--- config.mk ---
export PLATFORM = sky130hd
export DESIGN_NAME = temporal_threshold_average
export DESIGN_NICKNAME = d
export VERILOG_FILES = /design/src/sv/tta_pkg.sv /design/src/sv/tta_select.sv /design/src/sv/tta_sum.sv /design/src/sv/tta_divide.sv /design/src/sv/temporal_threshold_average.sv
export SDC_FILE = /design/constraint.sdc
export NUM_CORES = 1
export LEC_CHECK = 0
export BUFFER_PORTS_ARGS = -buffer_cell sky130_fd_sc_hd__buf_4
export CORE_MARGIN = 4
export CORE_UTILIZATION = 45
export CTS_CLUSTER_DIAMETER = 30
export DETAILED_ROUTE_END_ITERATION = 16
export PLACE_DENSITY = 0.61
export SYNTH_ARGS = -nofsm -noshare
export SYNTH_HDL_FRONTEND = slang
export SYNTH_SLANG_ARGS = --single-unit
--- constraint.sdc ---
create_clock -name clk_i -period 7.6 [get_ports clk_i]
set_input_delay 0.38 -clock clk_i [delete_from_list [all_inputs] [get_ports clk_i]]
set_output_delay 0.38 -clock clk_i [all_outputs]
set_load 0.02 [all_outputs]
--- src/sv/tta_pkg.sv ---
`default_nettype none

package tta_pkg;

  // Default build values for the top-level parameters.
  localparam int unsigned RADIUS_DEF      = 4;
  localparam int unsigned SAMPLE_BITS_DEF = 8;

  // Fixed field widths of the stream and configuration ports.
  localparam int unsigned SAMPLE_W    = 8;
  localparam int unsigned THR_W       = 8;
  localparam int unsigned NB_NUM      = 8;
  localparam int unsigned CNT_W       = 4;
  localparam int unsigned CFG_INDEX_W = 8;
  localparam int unsigned TDATA_IN_W  = SAMPLE_W * (NB_NUM + 1) + NB_NUM;

  // Numerator: nine samples plus the rounding half of the divisor fit in 12 bits.
  localparam int unsigned NUM_W = 12;

  // The divide by 2..9 runs as a multiply by a rounded-up reciprocal.
  localparam int unsigned RECIP_W     = 20;
  localparam int unsigned RECIP_SHIFT = 20;
  localparam int unsigned PROD_W      = NUM_W + RECIP_W;

  // Register reset values.
  localparam logic [THR_W-1:0] LUMA_THR_RST   = 8'd4;
  localparam logic [THR_W-1:0] CHROMA_THR_RST = 8'd8;

  // Configuration register indexes.
  typedef enum logic [CFG_INDEX_W-1:0] {
    REG_LUMA_THR   = 8'd0,
    REG_CHROMA_THR = 8'd1
  } cfg_reg_e;

  // One input pixel position as it enters the pipeline.
  typedef struct packed {
    logic [SAMPLE_W-1:0]              center;
    logic [NB_NUM-1:0][SAMPLE_W-1:0]  nb;
    logic [NB_NUM-1:0]                enable;
    logic                             chroma;
  } pix_t;

  // After the threshold stage: what each neighbor adds, and how many count.
  typedef struct packed {
    logic [SAMPLE_W-1:0]              center;
    logic [NB_NUM-1:0][SAMPLE_W-1:0]  addend;
    logic [CNT_W-1:0]                 count;
  } sel_t;

  // After the adder stage: rounded numerator ready for the divide.
  typedef struct packed {
    logic [SAMPLE_W-1:0] center;
    logic [NUM_W-1:0]    num;
    logic [CNT_W-1:0]    count;
  } sum_t;

  // ceil(2^20 / (count + 1)) for count 1..8; exact for numerators below 2^12.
  function automatic logic [RECIP_W-1:0] recip(input logic [CNT_W-1:0] count);
    logic [RECIP_W-1:0] r;
    unique case (count)
      4'd1:    r = 20'd524288;
      4'd2:    r = 20'd349526;
      4'd3:    r = 20'd262144;
      4'd4:    r = 20'd209716;
      4'd5:    r = 20'd174763;
      4'd6:    r = 20'd149797;
      4'd7:    r = 20'd131072;
      4'd8:    r = 20'd116509;
      default: r = '0;
    endcase
    return r;
  endfunction

endpackage

`default_nettype wire

--- src/sv/tta_select.sv ---
`default_nettype none

module tta_select #(
  parameter int unsigned RADIUS      = tta_pkg::RADIUS_DEF,
  parameter int unsigned SAMPLE_BITS = tta_pkg::SAMPLE_BITS_DEF
) (
  input  wire logic                       clk_i,
  input  wire logic                       rst_ni,
  input  wire logic                       in_valid_i,
  output logic                            in_ready_o,
  input  wire tta_pkg::pix_t              in_pix_i,
  input  wire logic [tta_pkg::THR_W-1:0]  luma_thr_i,
  input  wire logic [tta_pkg::THR_W-1:0]  chroma_thr_i,
  output logic                            out_valid_o,
  input  wire logic                       out_ready_i,
  output tta_pkg::sel_t                   out_sel_o
);

  localparam int unsigned LIM_W = tta_pkg::THR_W + SAMPLE_BITS;
  localparam int unsigned SCL_W = 2 * tta_pkg::SAMPLE_W;

  logic [tta_pkg::THR_W-1:0]                     thr;
  logic [LIM_W-1:0]                              limit;
  logic [tta_pkg::NB_NUM-1:0]                    nb_use;
  logic [tta_pkg::NB_NUM-1:0][tta_pkg::SAMPLE_W-1:0] diff;
  logic [tta_pkg::NB_NUM-1:0][SCL_W-1:0]         diff_scl;
  tta_pkg::sel_t                                 sel_d, sel_q;
  logic                                          valid_q;

  // Active threshold scaled to the sample range: thr * (2^SAMPLE_BITS - 1).
  assign thr   = in_pix_i.chroma ? chroma_thr_i : luma_thr_i;
  assign limit = {thr, {SAMPLE_BITS{1'b0}}} - LIM_W'(thr);

  // Per neighbor: enabled, inside the radius, and a nonzero threshold.
  always_comb begin
    sel_d.center = in_pix_i.center;
    sel_d.count  = '0;
    for (int k = 0; k < tta_pkg::NB_NUM; k++) begin
      nb_use[k] = in_pix_i.enable[k] && (((k & 3) + 1) <= RADIUS) && (thr != '0);
      diff[k]   = (in_pix_i.nb[k] > in_pix_i.center) ?
                  (in_pix_i.nb[k] - in_pix_i.center) : (in_pix_i.center - in_pix_i.nb[k]);
      diff_scl[k] = {diff[k], {tta_pkg::SAMPLE_W{1'b0}}} - SCL_W'(diff[k]);
      if (!nb_use[k]) begin
        sel_d.addend[k] = '0;
      end else if (LIM_W'(diff_scl[k]) <= limit) begin
        sel_d.addend[k] = in_pix_i.nb[k];
      end else begin
        sel_d.addend[k] = in_pix_i.center;
      end
      sel_d.count = sel_d.count + tta_pkg::CNT_W'(nb_use[k]);
    end
  end

  assign in_ready_o = !valid_q || out_ready_i;

  // Stage valid bit.
  always_ff @(posedge clk_i or negedge rst_ni) begin
    if (!rst_ni) begin
      valid_q <= 1'b0;
    end else if (in_ready_o) begin
      valid_q <= in_valid_i;
    end
  end

  // Stage payload.
  always_ff @(posedge clk_i) begin
    if (in_valid_i && in_ready_o) begin
      sel_q <= sel_d;
    end
  end

  assign out_valid_o = valid_q;
  assign out_sel_o   = sel_q;

endmodule

`default_nettype wire

--- src/sv/tta_sum.sv ---
`default_nettype none

module tta_sum (
  input  wire logic           clk_i,
  input  wire logic           rst_ni,
  input  wire logic           in_valid_i,
  output logic                in_ready_o,
  input  wire tta_pkg::sel_t  in_sel_i,
  output logic                out_valid_o,
  input  wire logic           out_ready_i,
  output tta_pkg::sum_t       out_sum_o
);

  tta_pkg::sum_t sum_d, sum_q;
  logic          valid_q;
  logic [tta_pkg::CNT_W-1:0] div;

  // Sum of center and all addends, plus half the divisor for round half up.
  assign div = in_sel_i.count + tta_pkg::CNT_W'(1);

  always_comb begin
    sum_d.center = in_sel_i.center;
    sum_d.count  = in_sel_i.count;
    sum_d.num    = tta_pkg::NUM_W'(in_sel_i.center) + tta_pkg::NUM_W'(div >> 1);
    for (int k = 0; k < tta_pkg::NB_NUM; k++) begin
      sum_d.num = sum_d.num + tta_pkg::NUM_W'(in_sel_i.addend[k]);
    end
  end

  assign in_ready_o = !valid_q || out_ready_i;

  // Stage valid bit.
  always_ff @(posedge clk_i or negedge rst_ni) begin
    if (!rst_ni) begin
      valid_q <= 1'b0;
    end else if (in_ready_o) begin
      valid_q <= in_valid_i;
    end
  end

  // Stage payload.
  always_ff @(posedge clk_i) begin
    if (in_valid_i && in_ready_o) begin
      sum_q <= sum_d;
    end
  end

  assign out_valid_o = valid_q;
  assign out_sum_o   = sum_q;

endmodule

`default_nettype wire

--- src/sv/tta_divide.sv ---
`default_nettype none

module tta_divide (
  input  wire logic                          clk_i,
  input  wire logic                          rst_ni,
  input  wire logic                          in_valid_i,
  output logic                               in_ready_o,
  input  wire tta_pkg::sum_t                 in_sum_i,
  output logic                               out_valid_o,
  input  wire logic                          out_ready_i,
  output logic [tta_pkg::SAMPLE_W-1:0]       out_sample_o
);

  logic                               mul_valid_q;
  logic                               mul_ready;
  logic [tta_pkg::PROD_W-1:0]         prod_q;
  logic [tta_pkg::SAMPLE_W-1:0]       center_q;
  logic                               bypass_q;
  logic                               res_valid_q;
  logic [tta_pkg::SAMPLE_W-1:0]       res_d, res_q;

  assign in_ready_o = !mul_valid_q || mul_ready;
  assign mul_ready  = !res_valid_q || out_ready_i;

  // Multiply stage valid bit.
  always_ff @(posedge clk_i or negedge rst_ni) begin
    if (!rst_ni) begin
      mul_valid_q <= 1'b0;
    end else if (in_ready_o) begin
      mul_valid_q <= in_valid_i;
    end
  end

  // Numerator times reciprocal of the divisor; no neighbor counted passes center.
  always_ff @(posedge clk_i) begin
    if (in_valid_i && in_ready_o) begin
      prod_q   <= tta_pkg::PROD_W'(in_sum_i.num) *
                  tta_pkg::PROD_W'(tta_pkg::recip(in_sum_i.count));
      center_q <= in_sum_i.center;
      bypass_q <= (in_sum_i.count == '0);
    end
  end

  // The average of in-range samples never exceeds the sample maximum, so the
  // quotient already sits in the field and needs no further clamp.
  assign res_d = bypass_q ? center_q :
                 prod_q[tta_pkg::RECIP_SHIFT +: tta_pkg::SAMPLE_W];

  // Output register valid bit.
  always_ff @(posedge clk_i or negedge rst_ni) begin
    if (!rst_ni) begin
      res_valid_q <= 1'b0;
    end else if (mul_ready) begin
      res_valid_q <= mul_valid_q;
    end
  end

  // Output register payload.
  always_ff @(posedge clk_i) begin
    if (mul_valid_q && mul_ready) begin
      res_q <= res_d;
    end
  end

  assign out_valid_o  = res_valid_q;
  assign out_sample_o = res_q;

endmodule

`default_nettype wire

--- src/sv/temporal_threshold_average.sv ---
// Pipeline: an accepted input beat is registered in turn by threshold select,
// adder tree, reciprocal multiply and output register before its output beat.
// Throughput: one beat per cycle; each stage holds its beat while the next one stalls.
// Reset: asynchronous, active low; clears all stage valid bits and sets the
// luma and chroma thresholds to 4 and 8.
`default_nettype none

module temporal_threshold_average #(
  parameter int unsigned RADIUS      = tta_pkg::RADIUS_DEF,
  parameter int unsigned SAMPLE_BITS = tta_pkg::SAMPLE_BITS_DEF
) (
  input  wire logic                              clk_i,
  input  wire logic                              rst_ni,
  // Fields from bit 0: center_sample, prev_sample_1..4, next_sample_1..4, neighbor_enable.
  input  wire logic [tta_pkg::TDATA_IN_W-1:0]    s_axis_tdata,
  // Fields from bit 0: use_chroma_threshold.
  input  wire logic                              s_axis_tuser,
  input  wire logic                              s_axis_tvalid,
  output logic                                   s_axis_tready,
  // Fields from bit 0: filtered_sample.
  output logic [tta_pkg::SAMPLE_W-1:0]           m_axis_tdata,
  output logic                                   m_axis_tvalid,
  input  wire logic                              m_axis_tready,
  input  wire logic                              cfg_valid_i,
  output logic                                   cfg_ready_o,
  input  wire logic [tta_pkg::CFG_INDEX_W-1:0]   cfg_index_i,
  input  wire logic [tta_pkg::THR_W-1:0]         cfg_data_i
);

  logic [tta_pkg::THR_W-1:0] luma_thr_q, chroma_thr_q;
  tta_pkg::pix_t             pix;
  logic                      sel_valid, sel_ready;
  tta_pkg::sel_t             sel;
  logic                      sum_valid, sum_ready;
  tta_pkg::sum_t             sum;

  // Configuration writes are always taken.
  assign cfg_ready_o = 1'b1;

  always_ff @(posedge clk_i or negedge rst_ni) begin
    if (!rst_ni) begin
      luma_thr_q   <= tta_pkg::LUMA_THR_RST;
      chroma_thr_q <= tta_pkg::CHROMA_THR_RST;
    end else if (cfg_valid_i && cfg_ready_o) begin
      unique case (cfg_index_i)
        tta_pkg::REG_LUMA_THR:   luma_thr_q   <= cfg_data_i;
        tta_pkg::REG_CHROMA_THR: chroma_thr_q <= cfg_data_i;
        default: ;
      endcase
    end
  end

  // Unpack the input beat.
  always_comb begin
    pix.center = s_axis_tdata[tta_pkg::SAMPLE_W-1:0];
    for (int k = 0; k < tta_pkg::NB_NUM; k++) begin
      pix.nb[k] = s_axis_tdata[tta_pkg::SAMPLE_W*(k+1) +: tta_pkg::SAMPLE_W];
    end
    pix.enable = s_axis_tdata[tta_pkg::SAMPLE_W*(tta_pkg::NB_NUM+1) +: tta_pkg::NB_NUM];
    pix.chroma = s_axis_tuser;
  end

  tta_select #(
    .RADIUS      (RADIUS),
    .SAMPLE_BITS (SAMPLE_BITS)
  ) u_select (
    .clk_i        (clk_i),
    .rst_ni       (rst_ni),
    .in_valid_i   (s_axis_tvalid),
    .in_ready_o   (s_axis_tready),
    .in_pix_i     (pix),
    .luma_thr_i   (luma_thr_q),
    .chroma_thr_i (chroma_thr_q),
    .out_valid_o  (sel_valid),
    .out_ready_i  (sel_ready),
    .out_sel_o    (sel)
  );

  tta_sum u_sum (
    .clk_i       (clk_i),
    .rst_ni      (rst_ni),
    .in_valid_i  (sel_valid),
    .in_ready_o  (sel_ready),
    .in_sel_i    (sel),
    .out_valid_o (sum_valid),
    .out_ready_i (sum_ready),
    .out_sum_o   (sum)
  );

  tta_divide u_divide (
    .clk_i        (clk_i),
    .rst_ni       (rst_ni),
    .in_valid_i   (sum_valid),
    .in_ready_o   (sum_ready),
    .in_sum_i     (sum),
    .out_valid_o  (m_axis_tvalid),
    .out_ready_i  (m_axis_tready),
    .out_sample_o (m_axis_tdata)
  );

`ifndef SYNTHESIS
  // Input stalls only when every stage is full and the output is blocked.
  assert property (@(posedge clk_i) disable iff (!rst_ni)
    !s_axis_tready |-> (sel_valid && sum_valid && m_axis_tvalid && !m_axis_tready))
    else $error("input stalled while the pipeline has room");

  // The neighbor count never exceeds the neighbors inside the radius.
  assert property (@(posedge clk_i) disable iff (!rst_ni)
    sel_valid |-> (int'(sel.count) <= 2 * int'(RADIUS)))
    else $error("neighbor count beyond radius");

  // With no neighbor counted the numerator is the center sample alone.
  assert property (@(posedge clk_i) disable iff (!rst_ni)
    (sum_valid && (sum.count == '0)) |-> (sum.num == tta_pkg::NUM_W'(sum.center)))
    else $error("numerator differs from center with no neighbor");
`endif

endmodule

`default_nettype wire
-- Yosys cells after proc, flatten, opt, wreduce, memory -nomap -nowiden
Memory sizes are Yosys's and may differ from the RTL's. A register that Yosys moved wholly into a read port is not among the register bits.
Cells that the tools add are included.
- $add $sub $neg: 42
- $mul: 1
- $lt $le $gt $ge: 16
- equal/unequal tests: 1
- mux-type cells: 20
- reduce and logical (&&, ||, !) cells: 25
- operators with widths (cell ; count):
    two-way mux 8 bit ; 18
    subtractor 16 x 8 -> 16 bit ; 9
    <= comparator 16 bit ; 8
    subtractor 8 bit ; 16
    adder 12 x 8 -> 12 bit ; 8
    > comparator 8 bit ; 8
    multiplier 12 x 20 -> 28 bit ; 1
    adder 4 x 1 -> 4 bit ; 6
    two-way mux 20 bit ; 1
    logical AND 1 bit ; 12
    adder 8 x 3 -> 9 bit ; 1
    equality test 8 x 1 -> 1 bit (second input constant) ; 1
    logical NOT 8 bit ; 1
    nonzero test 8 bit ; 1
    adder 4 x 1 -> 4 bit (second input constant) ; 1
    logical NOT 1 bit ; 4
    logical NOT 4 bit ; 1
    logical OR 1 bit ; 4
    two-way mux 4 bit ; 1
    AND reduction 2 bit ; 2
    adder 1 x 1 -> 2 bit ; 1
- register bits after elaboration: 165
- memory bits (read-only): 320
- input bits: 102
- output and inout port bits: 11
- word-level logic and storage cells: 129
- memories: 1
- memories (memory ; words ; width ; rd ports ; clocked after Yosys merged registers in ; wr ports ; RTL line ; RTL):
    (name not given) ; 16 ; 20 ; 1 ; 1 ; 0 ; tta_pkg.sv:60 ; unique case (count)

-- Longest topological paths before layout
- depth after elaboration: 10
- gate-level depth with buffers: 22

-- Hierarchy
A second synthesis with hierarchy kept.
- cell total of the unflattened synthesis: 2756
- area total of the unflattened synthesis: 25026.5 um^2
- modules (own cells, without submodules) (module ; instances ; cells each ; area each (um^2) ; seq. area each (um^2)):
    tta_select ; 1 ; 1664 ; 13924.6 ; 2307.2
    tta_divide ; 1 ; 827 ; 7723.7 ; 800.8
    tta_sum ; 1 ; 225 ; 2705.1 ; 745.7
    temporal_threshold_average ; 1 ; 40 ; 673.1 ; 402.9

-- Worst setup path after synthesis
Ideal clock, no wire load.
- path type: reg-to-reg
- start: register u_sum.sum_q (netlist bit u_sum.out_sum_o[12])
- end: register u_divide.prod_q[27] (netlist bit) (data pin)
- setup time: 0.260 ns
- arrival: 5.421 ns
- path slack: 1.919 ns
- stages on the path, launching flop included: 21
- buffers on the path: 1
- clock period less this slack: 5.681 ns
- cells stage by stage: edfxtp_1 > clkbuf_1 > nand2_1 > fa_1 > inv_1 > fa_1 > fa_1 > fa_1 > inv_1 > fa_1 > inv_1 > ha_1 > and4_1 > nor4b_1 > o21a_1 > o21ai_0 > a21oi_1 > o31a_1 > o41ai_1 > o21ba_2 > xnor2_1
- longest elaborated chain between the ends: 1
- RTL lines (element ; RTL line ; RTL):
    from (decl) ; tta_sum.sv:14 ; tta_pkg::sum_t sum_d, sum_q;
    from (signal assigned) ; tta_sum.sv:44 ; sum_q <= sum_d;
    multiplier 12 x 20 -> 28 bit ; tta_divide.sv:37 ; prod_q <= tta_pkg::PROD_W'(in_sum_i.num) *
    to (signal assigned) ; tta_divide.sv:37 ;
    to (decl) ; tta_divide.sv:16 ; logic [tta_pkg::PROD_W-1:0] prod_q;
Every way passes these cells.
A chain may end at the register's enable or synchronous reset.

-- Worst setup path after layout
Same ends and word-level chain as after synthesis.

==> flow_summary.yaml <==
place:
  dpl_worst_slack_ns: 1.128
  dpl.hpwl_um: 56150
  routabilityCongestion: 0.9241
  placedCellCount: 3356
  portBuffers: 111
logic_synthesis:
  synthFlopType: "edfxtp_1"
  synthAdderAreaFrac_pct: 37.37
  ys_warn_count: 0
  postSynthAreaPerCell_um2: 9.372
  post_synth_and_or_nand_nor_area_fraction_pct: 14.55
  ys_top_cells_by_area: "fa_1 (20%), ha_1 (17%), edfxtp_1 (15%)"
  ys_seq_area_share_pct: 18.81
  syn_inst: 2608
  yosysMostFrequentCell: "inv_1"
  synth-edff-count: 125
  syn-num-nets: 3290
  synth_seq_cells: 162
  synth.top_cell.area_share_pct: 20.48
  ys_top_cells_by_count: "inv_1 (408), ha_1 (330), fa_1 (250), nand2_1 (218), nor2_1 (153)"
  synth_top_family_by_area: "adder cells"
  synth-compound-area-share_pct: 11.32
  syn_area_um2: 24440
  synth_mux_area_share_pct: 5.897
  synthArstFlopShare_pct: 12.35
  netlist.top_cell.by_area: "fa_1"
  yosysUniqueCellTypes: 97
  synth_xor_area_share_pct: 4.576
drt:
  ant_nets: 0
  routed_wl_um: 69580
  post-route-drc-count: 0
  drt_first_pass_iters: 6
  wl_per_cell_um: 20.53
  viasPerCell: 5.539
  drt_iter0_drc: 1034
  vias: 18770
clock_tree:
  ctsLongestPathBuffers: 2
  cts_root_buf: "clkbuf_16"
  cts_setup_buffers: 0
  cts_tree: "done"
  htreeDepth: 4
  clock-sinks: 162
  cts-buffers-inserted: 17
  clk_pin_slew_ns: 0.07
  clock_latency_ns: 0.45
critical_path:
  worstSetupPathType: "flop to flop"
  ff2ff_path_depth: 19
  cp-start-kind: "flop"
  crit_family: "adder cells"
  reg2reg_from: "u_sum.out_sum_o[12]"
  r2r_slack_ns: 1.17
  crit_start: "u_sum.out_sum_o[12]"
  cpMostUsedCell: "fa_1"
  cp-end-kind: "flop"
  critPathRequiredTime_ns: 7.80
  path_max_fanout: 17
  cp.arrival_ns: 6.63
  critPathSlowestCell: "edfxtp_1"
  critPathBufInv: 3
  r2r-end: "u_divide.prod_q[27]"
  crit_chain: "nand2_1 -> fa_1 -> inv_1 -> fa_1 -> fa_1 -> fa_1 -> inv_1 -> fa_1 -> inv_1 -> ha_1 -> and4_1 -> nor4b_1 -> o21a_1 -> o21ai_0 -> a21oi_1 -> o31a_1 -> o41ai_1 -> o21ba_2 -> xnor2_1"
  critPathMaxStageDelay_ns: 0.82
cells_and_area:
  multi_input_area_um2: 18080
  nFillCells: 5026
  drive_above_1_share_pct: 9.023
  fin_cells: 3389
  fin_nets: 3362
  n_antenna_cell: 0
  ff_latch_area_um2: 4597
  syn2layout_area_growth_pct: 8.753
power:
  ir_worst_vdd_uv: 304.4
  p_per_area_nw_per_um2: 370.8
  p_leak_nw: 12.73
  finalPower_w: 0.009856
run:
  max-cap-violations: 0
outcome:
  status: "completed"
die:
  initial_utilization_pct: 45.42
  die_width_um: 241.1
  io_pins: 113
  die_h_um: 241.1
  dieArea_um2: 58110
  core_area_um2: 53810
  rows: 85
sta:
  maxSlewHeadroom_pct: 23.11
  post-route-min-period_ns: 6.432
  rsz0062_at_grt: "false"
  setup_viol: 0
  finalMaxSlewViolations: 0
  max_freq_mhz: 155.5
  period_share_pct: 84.63
  finClkSkew_ns: 0.01597
  tightest_slew_ns: 1.152
  setup_slack_ns: 1.168
  fin_tns_setup_ns: 0
  hold_viol: 0
min_path:
  min_to: "u_select.out_valid_o"
  hold_start: "s_axis_tvalid"
  hp-class: "input pin to flop"
  holdPathStages: 2
grt:
  grt_pass1_wl_um: 107300
  grt_max_degree: 77
  antenna_found_initial: 1
  grt.total_usage_pct: 24.04
  overflow: 0
  grt_pass1_vias: 19400
==> layout by cell type, fill, tap and decap left out, types with 45 or more instances in the layout <==
master and instances:
xor2_1 45, buf_4 120, o21ai_0 69, edfxtp_1 125, ha_1 330, nor2_1 153, nand4_1 48, o21a_1 57
nand2_1 218, fa_1 250, inv_1 408, and2_1 83, xnor2_1 73, a21oi_1 109, a21o_1 68, mux2i_1 105
==> metal layers <==
| metal | track usage, % | share of wire (%) |
|---|---|---|
| met2 | 40.67 | 47 |
| met5 | 0 | 0 |
| met1 | 30.62 | 42 |
| met4 | 9.998 | 4.6 |
| met3 | 4.194 | 5.7 |
==> kinds of logic (layout without fill, tap and decap cells) <==
| logic type | after synthesis | count (layout) |
|---|---|---|
| compound gates | 419 | 419 |
| xor+xnor | 126 | 126 |
| fa+ha+maj | 580 | 580 |
| buf+inv | 476 | 561 |
| flops | 162 | 162 |
| mux | 139 | 139 |
| other cells | 1 | 1 |
| simple gates | 705 | 705 |
==> report_power, final <==
group / total [W] / internal [W] / switching, W / leakage, nW
registers: 0.00168 / 0.00135 / 0.000327 / 1.64
logic: 0.00729 / 0.00313 / 0.00416 / 10.8
clock network: 0.000888 / 0.000495 / 0.000393 / 0.287
==> how the worst max path moves through the flow <==
| stage | end | cells past startpoint |
|---|---|---|
| after floorplan | u_divide.prod_q[27] | 20 |
| after global placement | u_divide.prod_q[27] | 19 |
| after detailed placement | u_divide.prod_q[27] | 19 |
| after CTS | u_divide.prod_q[27] | 19 |
| after global routing | u_divide.prod_q[27] | 19 |
| final | u_divide.prod_q[27] | 19 |
==> what timing repair did <==
action,in CTS,in global routing
gates resized for setup,0,0
hold buffers,1,0
endpoints found under the hold margin,18,0
==> stage by stage <==
stage | cell area [um2] | utilization [%] | hold WS (ns)
5_1_grt | 26580 | 49.40 | 0.1328
4_1_cts | 26580 | 49.40 | 0.1152
2_1_floorplan | 24440 | - | 0.08441
6_report | 26580 | 49.40 | 0.1335
3_5_place_dp | 25980 | 48.27 | 0.2887
3_3_place_gp | 25980 | 48.27 | 0.2795
==> cell type report <==
| cell class | count | share of cell area [%] |
|---|---|---|
| clock buffer | 18 | 1.614 |
| clock inverter | 14 | 0.6307 |
| inverter | 408 | 5.761 |
| multi-input combinational | 1970 | 68.00 |
| sequential | 162 | 17.29 |
| tap | 696 | 3.276 |
| timing repair buffer | 121 | 3.427 |
(Power assumes the default switching activity.)
